## config.mk

```make
export PLATFORM = sky130hd
export DESIGN_NAME = putp_ctrl
export DESIGN_NICKNAME = d
export VERILOG_FILES = /design/src/sv/putp_pkg.sv /design/src/sv/putp_ctrl.sv
export SDC_FILE = /design/constraint.sdc
export NUM_CORES = 1
export LEC_CHECK = 0
export BUFFER_PORTS_ARGS = -buffer_cell sky130_fd_sc_hd__buf_4
export CAP_MARGIN = 20
export CORE_MARGIN = 5
export CORE_UTILIZATION = 40
export CTS_CLUSTER_SIZE = 24
export DETAILED_ROUTE_END_ITERATION = 6
export GPL_TIMING_DRIVEN = 0
export SYNTH_ARGS = -nofsm -noshare
export SYNTH_HDL_FRONTEND = slang
export SYNTH_SLANG_ARGS = --single-unit
```

## constraint.sdc

```tcl
create_clock -name clk_i -period 1.84 [get_ports clk_i]
set_input_delay 0.184 -clock clk_i [delete_from_list [all_inputs] [get_ports clk_i]]
set_output_delay 0.184 -clock clk_i [all_outputs]
set_load 0.005 [all_outputs]
```

## src/sv/putp_pkg.sv

```systemverilog
package putp_pkg;

  localparam int unsigned MantW = 32;
  localparam int unsigned ExpW = 16;
  localparam int unsigned TaylorW = 45;
  localparam int unsigned TaylorTerms = 16;
  localparam int unsigned UnderflowInt = 745;
  localparam logic [31:0] OneQ31 = 32'h8000_0000;
  localparam logic [62:0] OneQ62 = 63'h4000_0000_0000_0000;

  typedef enum logic [3:0] {
    StIdle,
    StExpInit,
    StExpStep,
    StExpDiv,
    StExpDiff,
    StExpNorm,
    StPowStep,
    StPowNorm,
    StLoopAdd,
    StLoopMul,
    StLoopMulNorm,
    StLoopDiv,
    StLoopDivNorm,
    StFinish,
    StOut
  } putp_state_e;

  typedef enum logic [3:0] {
    CmdNone,
    CmdLoad,
    CmdExpInit,
    CmdExpStep,
    CmdExpAcc,
    CmdExpDiff,
    CmdExpNorm,
    CmdPowStep,
    CmdPowNorm,
    CmdAdd,
    CmdMul,
    CmdMulNorm,
    CmdDivInit,
    CmdDivStep,
    CmdDivNorm,
    CmdFinish
  } putp_cmd_e;

  typedef struct packed {
    logic trivial;
    logic underflow;
    logic taylor_done;
    logic exp_second;
    logic pow_done;
    logic norm_done;
    logic loop_done;
    logic term_zero;
    logic div_done;
  } putp_status_t;

endpackage

```

## src/sv/putp_ctrl.sv

```systemverilog
module putp_ctrl
  import putp_pkg::*;
(
  input  logic         clk_i,
  input  logic         rst_ni,
  input  logic         in_valid,
  output logic         in_stall,
  output logic         out_valid,
  input  logic         out_stall,
  input  putp_status_t status_i,
  output putp_cmd_e    cmd_o
);

  putp_state_e state_q, state_d;

  always_ff @(posedge clk_i or negedge rst_ni) begin
    if (!rst_ni) begin
      state_q <= StIdle;
    end else begin
      state_q <= state_d;
    end
  end

  always_comb begin
    state_d = state_q;
    cmd_o = CmdNone;
    in_stall = 1'b1;
    out_valid = 1'b0;
    unique case (state_q)
      StIdle: begin
        in_stall = 1'b0;
        if (in_valid) begin
          cmd_o = CmdLoad;
          state_d = StExpInit;
        end
      end
      StExpInit: begin
        if (status_i.trivial || status_i.underflow) begin
          state_d = StFinish;
        end else begin
          cmd_o = CmdExpInit;
          state_d = StExpStep;
        end
      end
      StExpStep: begin
        cmd_o = CmdExpStep;
        state_d = StExpDiv;
      end
      StExpDiv: begin
        if (!status_i.div_done) begin
          cmd_o = CmdDivStep;
        end else begin
          cmd_o = CmdExpAcc;
          state_d = status_i.taylor_done ? StExpDiff : StExpStep;
        end
      end
      StExpDiff: begin
        cmd_o = CmdExpDiff;
        state_d = StExpNorm;
      end
      StExpNorm: begin
        cmd_o = CmdExpNorm;
        if (status_i.norm_done) begin
          state_d = status_i.exp_second ? StPowStep : StExpInit;
        end
      end
      StPowStep: begin
        if (status_i.pow_done) begin
          state_d = StLoopAdd;
        end else begin
          cmd_o = CmdPowStep;
          state_d = StPowNorm;
        end
      end
      StPowNorm: begin
        cmd_o = CmdPowNorm;
        if (status_i.norm_done) state_d = StPowStep;
      end
      StLoopAdd: begin
        if (status_i.loop_done) begin
          state_d = StFinish;
        end else begin
          cmd_o = CmdAdd;
          state_d = status_i.term_zero ? StFinish : StLoopMul;
        end
      end
      StLoopMul: begin
        cmd_o = CmdMul;
        state_d = StLoopMulNorm;
      end
      StLoopMulNorm: begin
        cmd_o = CmdMulNorm;
        if (status_i.norm_done) state_d = StLoopDiv;
      end
      StLoopDiv: begin
        cmd_o = CmdDivInit;
        state_d = StLoopDivNorm;
      end
      StLoopDivNorm: begin
        if (!status_i.div_done) begin
          cmd_o = CmdDivStep;
        end else begin
          cmd_o = CmdDivNorm;
          if (status_i.norm_done) state_d = StLoopAdd;
        end
      end
      StFinish: begin
        cmd_o = CmdFinish;
        state_d = StOut;
      end
      StOut: begin
        out_valid = 1'b1;
        if (!out_stall) state_d = StIdle;
      end
      default: state_d = StIdle;
    endcase
  end

endmodule

```

== Word-level counts from Yosys, hierarchy flattened ==
Index checks and enable logic that the tools add are counted.
Word-level totals
  output and inout bits: 6
  register bits after elaboration: 4
  bits of input ports: 13
  word-level logic and storage cells: 50
Operators by class
  equality and inequality tests: 22
  multiplexer cells: 24
  reductions and logical operators: 3
Operator list (count)
  4-bit one-hot mux with 15 select lines: 1
  4-bit one-hot mux with 14 select lines: 1
  4-bit two-way mux: 12
  4-bit == test, second input constant: 7
  4-bit by 3-bit == test with 1-bit output, second input constant: 4
  2-bit inequality test, second input constant: 8
  3-bit two-way mux: 5
  4-bit by 2-bit == test with 1-bit output, second input constant: 2
  8-bit AND reduction: 1
  4-bit by 1-bit == test with 1-bit output, second input constant: 1
  4-bit logical NOT: 1
  2-bit two-way mux: 2
  1-bit two-way mux: 3
  1-bit logical OR: 1

== Logic depth before layout (Yosys ltp) ==
  depth after elaboration: 3
  gate-level depth with buffers: 6

== Worst setup path before layout ==
OpenSTA, ideal clock, no wires.
  kind: register -> register
  from: register state_q[1]
  to: register state_q[3]
  path slack: 0.321 ns
  cell stages (with the launch flop): 6
  arrival: 1.394 ns
  data required time: 1.715 ns
  buffers on the path: 1
  setup time: 0.125 ns
  path through: dfrtp_1 buf_6 or4_4 a21oi_4 nor3_1 a2bb2oi_1
Between the ends
  cells in the longest elaborated chain, start to end: 3
  elaborated cells between the ends (all ways): 25
Ends and longest elaborated chain
  from (decl): line putp_ctrl.sv:14  | putp_state_e state_q, state_d;
  from (signal assigned): line putp_ctrl.sv:18  | state_q <= StIdle;
  from (signal assigned): line putp_ctrl.sv:20  | state_q <= state_d;
  4-bit by 3-bit == test with 1-bit output (tied with other cells): line putp_ctrl.sv:29  | unique case (state_q)
  2-bit inequality test (no line)
  8-bit AND reduction (no line)
Several ways; a longest one is shown, not always the timed one.
A chain may end at the register's enable or synchronous reset.

== Worst setup path in the final report ==
  from: register state_q[2]
  to: output cmd_o[0]
Between the ends
  cells in the longest elaborated chain, start to end: 2
  elaborated cells between the ends (all ways): 15
Ends and longest elaborated chain
  4-bit == test (tied with other cells): line putp_ctrl.sv:29
  4-bit one-hot mux with 14 select lines (*): line putp_ctrl.sv:29
  to (decl): line putp_ctrl.sv:11  | output putp_cmd_e cmd_o
Every way passes the cells marked *; elsewhere a longest branch is shown, timed or not.

==> reports/summary.txt <==
========================================================================================
Post-Syn Area                                                                634.4 sq um
TritonCTS clock tree                                                               built
Synth Net Count                                                                       98
Via-to-Cell Ratio                                                                  5.773
Flip-flop count of the largest register after layout                                   4
Synth Area in XOR/XNOR                                                           0.02761
ANT cells                                                                              0
Static leakage power                                                        0.0004120 uW
Effective utilization at floorplan                                                0.4211
GRT Resource Usage Total                                                          0.1574
Maximum number of pins on one net before global-route repair                          11
Area overhead of the layout relative to synthesis                                 46.75%
Max IR drop VDD                                                                 1.005 mV
Main combinational cell family by area after synthesis                      compound AO/OA/AOI/OAI gates
Portion of the clock cycle consumed by the worst path in the final layout         0.9589
CP startpoint kind                                                             flip-flop
Register clock-pin slew on the reported worst setup and hold paths                 40 ps
Final nets                                                                           131
Data arrival time at the worst-slack endpoint                                    1580 ps
Synth area leaders                                                          sky130_fd_sc_hd__dfrtp_1 16%, sky130_fd_sc_hd__nand2b_1 4.9%, sky130_fd_sc_hd__a21oi_1 4.7%
Post-route non-filler standard cell count                                            132
Fraction of the mapped netlist area in compound gates                             0.3471
Wire length of the first global-routing pass                                    3.056 mm
Wire length per cell                                                        15.26 microns
Number of synthesized flops with an enable pin                                         0
Max Cap Viol                                                                           0
Worst reg-to-reg setup slack                                                      100 ps
Yosys warning count                                                                    0
Final hold viol count                                                                  0
Max Root-Sink Buffers                                                                  2
Worst hold-check path type                                                  input pin to async pin
Simple-gate share of the synthesized area                                         0.3235
Initial antenna violation count                                                        0
Max-slew headroom at the worst pin                                                0.7538
Worst Max-Slew Pin Slew                                                         360.0 ps
Number of nets with antenna violations after detailed routing                          0
Type of destination of the critical path                                     output port
Cell accounting for the most synthesized area                               sky130_fd_sc_hd__dfrtp_1
Floorplan Core Area                                                           1506 sq um
Clock power share                                                                  0.062
Congestion Overflow GR                                                                 0
Data required time of the worst path                                             1660 ps
Asr flop ratio synth                                                               1.000
Fraction of the mapped netlist area in adder cells                                     0
Clock buffers created by TritonCTS                                                     3
Largest driver fanout on the critical path                                            10
Number of DRC violations after detailed routing                                        0
Pins over their slew limit                                                             0
Row count                                                                             14
Iteration count of the initial detailed-routing pass                                   4
I/O pins                                                                              19
Fraction of synthesized cell area taken by the top area cell type                 0.1578
Post-synthesis instance total                                                         85
Total die area                                                                2483 sq um
Leading register cell type out of synthesis                                 sky130_fd_sc_hd__dfrtp_1
Sequential cell fraction of total power                                            0.104
CTS H-Tree Depth                                                                       1
HPWL reported at the end of detailed placement                                  1.386 mm
Post-synthesis cell type count                                                        41
Fmax                                                                          0.5668 GHz
CTS sink cnt                                                                           4
Clock skew after layout                                                         8.362 ps
Result of the run                                                           finished clean
Int Power                                                                       975.5 uW
Minimum clock period                                                             1764 ps
Share of layout cells above drive strength 1                                      0.3879
Commonest cells post-synth                                                  6 x sky130_fd_sc_hd__a21oi_1, 6 x sky130_fd_sc_hd__nor3_1, 5 x sky130_fd_sc_hd__nand2b_1, 5 x sky130_fd_sc_hd__nor2_1
Final WL                                                                        2.014 mm
Switching power of the nets                                                     832.4 uW
Count of placed standard cells including taps                                        119
Count of state elements after synthesis                                                4
DRC violation total after the first TritonRoute iteration                             21
Final setup violation count                                                            0
Register area share after synthesis                                               0.1578
Final hold slack                                                                275.4 ps
Post-synthesis mux area share                                                    0.04734
Category of the critical setup timing path                                  flip-flop to output port
Count of cells along the worst register-to-register path                               6
Mapped Avg Cell Area                                                         7.463 sq um
Via count of the first global-routing pass                                           639
Chip Height                                                                 49.83 microns
Combinational power share                                                          0.833
CTS root buf                                                                sky130_fd_sc_hd__clkbuf_4
Switching power as a share of total power                                         0.4604
Width of the chip                                                           49.83 microns
Biggest register                                                                 state_q
Areal power density over the cells                                          1942 nW/um^2
Total Neg Setup Slack                                                               0 ps
Reg-to-reg critical path startpoint                                           state_q[2]
Number of vias in the routed layout                                                  762
Quantity of I/O buffers inserted on ports                                             18
Registers with the highest flip-flop counts                                  state_q (4)
End of the worst register-to-register path                                    state_q[0]
Latest clock arrival within the worst-skew pair                                   240 ps
GPL Wtd Cong                                                                      0.8661
========================================================================================
==> power groups by stage <==
stage / sequential (uW) / clock (uW) / combinational (uW)
floorplan: 172 / 0 / 888
global placement: 185 / 0 / 1250
detailed placement: 190 / 0 / 1240
CTS: 191 / 114 / 1290
global route: 194 / 127 / 1630
finish: 189 / 113 / 1510
==> cell type report <==
type                            count  area (sq um)
Buffer                              7         68.82
Clock buffer                        3         22.52
Fill cell                         142         575.6
Inverter                            5         18.77
Multi-Input combinational cell     69         486.7
Sequential cell                     4         101.3
Tap cell                           16         20.02
Timing Repair Buffer               28         212.7
==> worst max-delay path, stage by stage (launching register included) <==
cell and delay [ps]:
sky130_fd_sc_hd__dfrtp_1 400, sky130_fd_sc_hd__buf_6 150, sky130_fd_sc_hd__buf_6 140, sky130_fd_sc_hd__o31ai_4 220, sky130_fd_sc_hd__nor3_1 80, sky130_fd_sc_hd__a211o_1 220, sky130_fd_sc_hd__buf_4 130
==> how the worst max path moves through the flow <==
stage / start / end / slack [ps] / cells after the start
3_3_place_gp: state_q[3] / state_q[0] / 160 / 5
5_1_grt: state_q[2] / cmd_o[0] / -2 / 6
2_1_floorplan: state_q[1] / state_q[3] / 320 / 5
4_1_cts: state_q[2] / cmd_o[0] / 0.9 / 6
3_5_place_dp: state_q[3] / state_q[2] / 170 / 5
6_report: state_q[2] / cmd_o[0] / 80 / 6
==> per-stage QoR <==
stage / power (uW) / area, sq um / setup WS [ps] / utilization
finish: 1808 / 930.9 / 75.59 / 0.6179
global route: 1953 / 930.9 / -2.320 / 0.6179
floorplan: 1060 / 634.4 / 321.2 / -
detailed placement: 1432 / 789.5 / 171.7 / 0.5241
global placement: 1432 / 789.5 / 155.5 / 0.5241
CTS: 1593 / 837.1 / 0.8756 / 0.5556
==> per-layer routing <==
layer | share of wire | vias to the layer above | track usage
met3 | 0.060 | 6 | 0.03614
met1 | 0.47 | 340 | 0.2269
met2 | 0.45 | 34 | 0.2203
li1 | - | 382 | -
met4 | 0.020 | 0 | 0.06550
met5 | 0 | - | 0
==> placed cells by master (no fill, tap or decap), types with 2 or more instances in the layout <==
cell type,count
sky130_fd_sc_hd__inv_1,3
sky130_fd_sc_hd__buf_4,28
sky130_fd_sc_hd__nand3_1,2
sky130_fd_sc_hd__buf_6,5
sky130_fd_sc_hd__nand2_1,4
sky130_fd_sc_hd__mux2i_1,3
sky130_fd_sc_hd__xor2_1,2
sky130_fd_sc_hd__nor3b_1,3
sky130_fd_sc_hd__nor2b_1,3
sky130_fd_sc_hd__inv_2,2
sky130_fd_sc_hd__nand2b_1,5
sky130_fd_sc_hd__nor3_1,6
sky130_fd_sc_hd__o211ai_1,2
sky130_fd_sc_hd__a21oi_1,6
sky130_fd_sc_hd__o22ai_1,3
sky130_fd_sc_hd__dfrtp_1,3
sky130_fd_sc_hd__clkbuf_4,3
sky130_fd_sc_hd__o21ai_1,3
sky130_fd_sc_hd__nor2_1,5
sky130_fd_sc_hd__a211oi_1,2
==> cell families (layout without fill, tap and decap cells) <==
| group | count (synthesis) | after routing |
|---|---|---|
| muxes | 3 | 3 |
| AOI/OAI and AO/OA | 29 | 29 |
| and+or+nand+nor | 35 | 35 |
| DFF | 4 | 4 |
| buffers and inverters | 12 | 43 |
| xor gates and xnor gates | 2 | 2 |
==> what timing repair did <==
action | in CTS | in global routing
hold buffers | 1 | 0
gates resized for setup | 6 | 9
endpoints found under the setup margin | 2 | 5
endpoints found under the hold margin | 4 | 0
pin swaps | 1 | 1
setup buffers | 0 | 9
No activity file was read; power rests on OpenSTA's default activity.
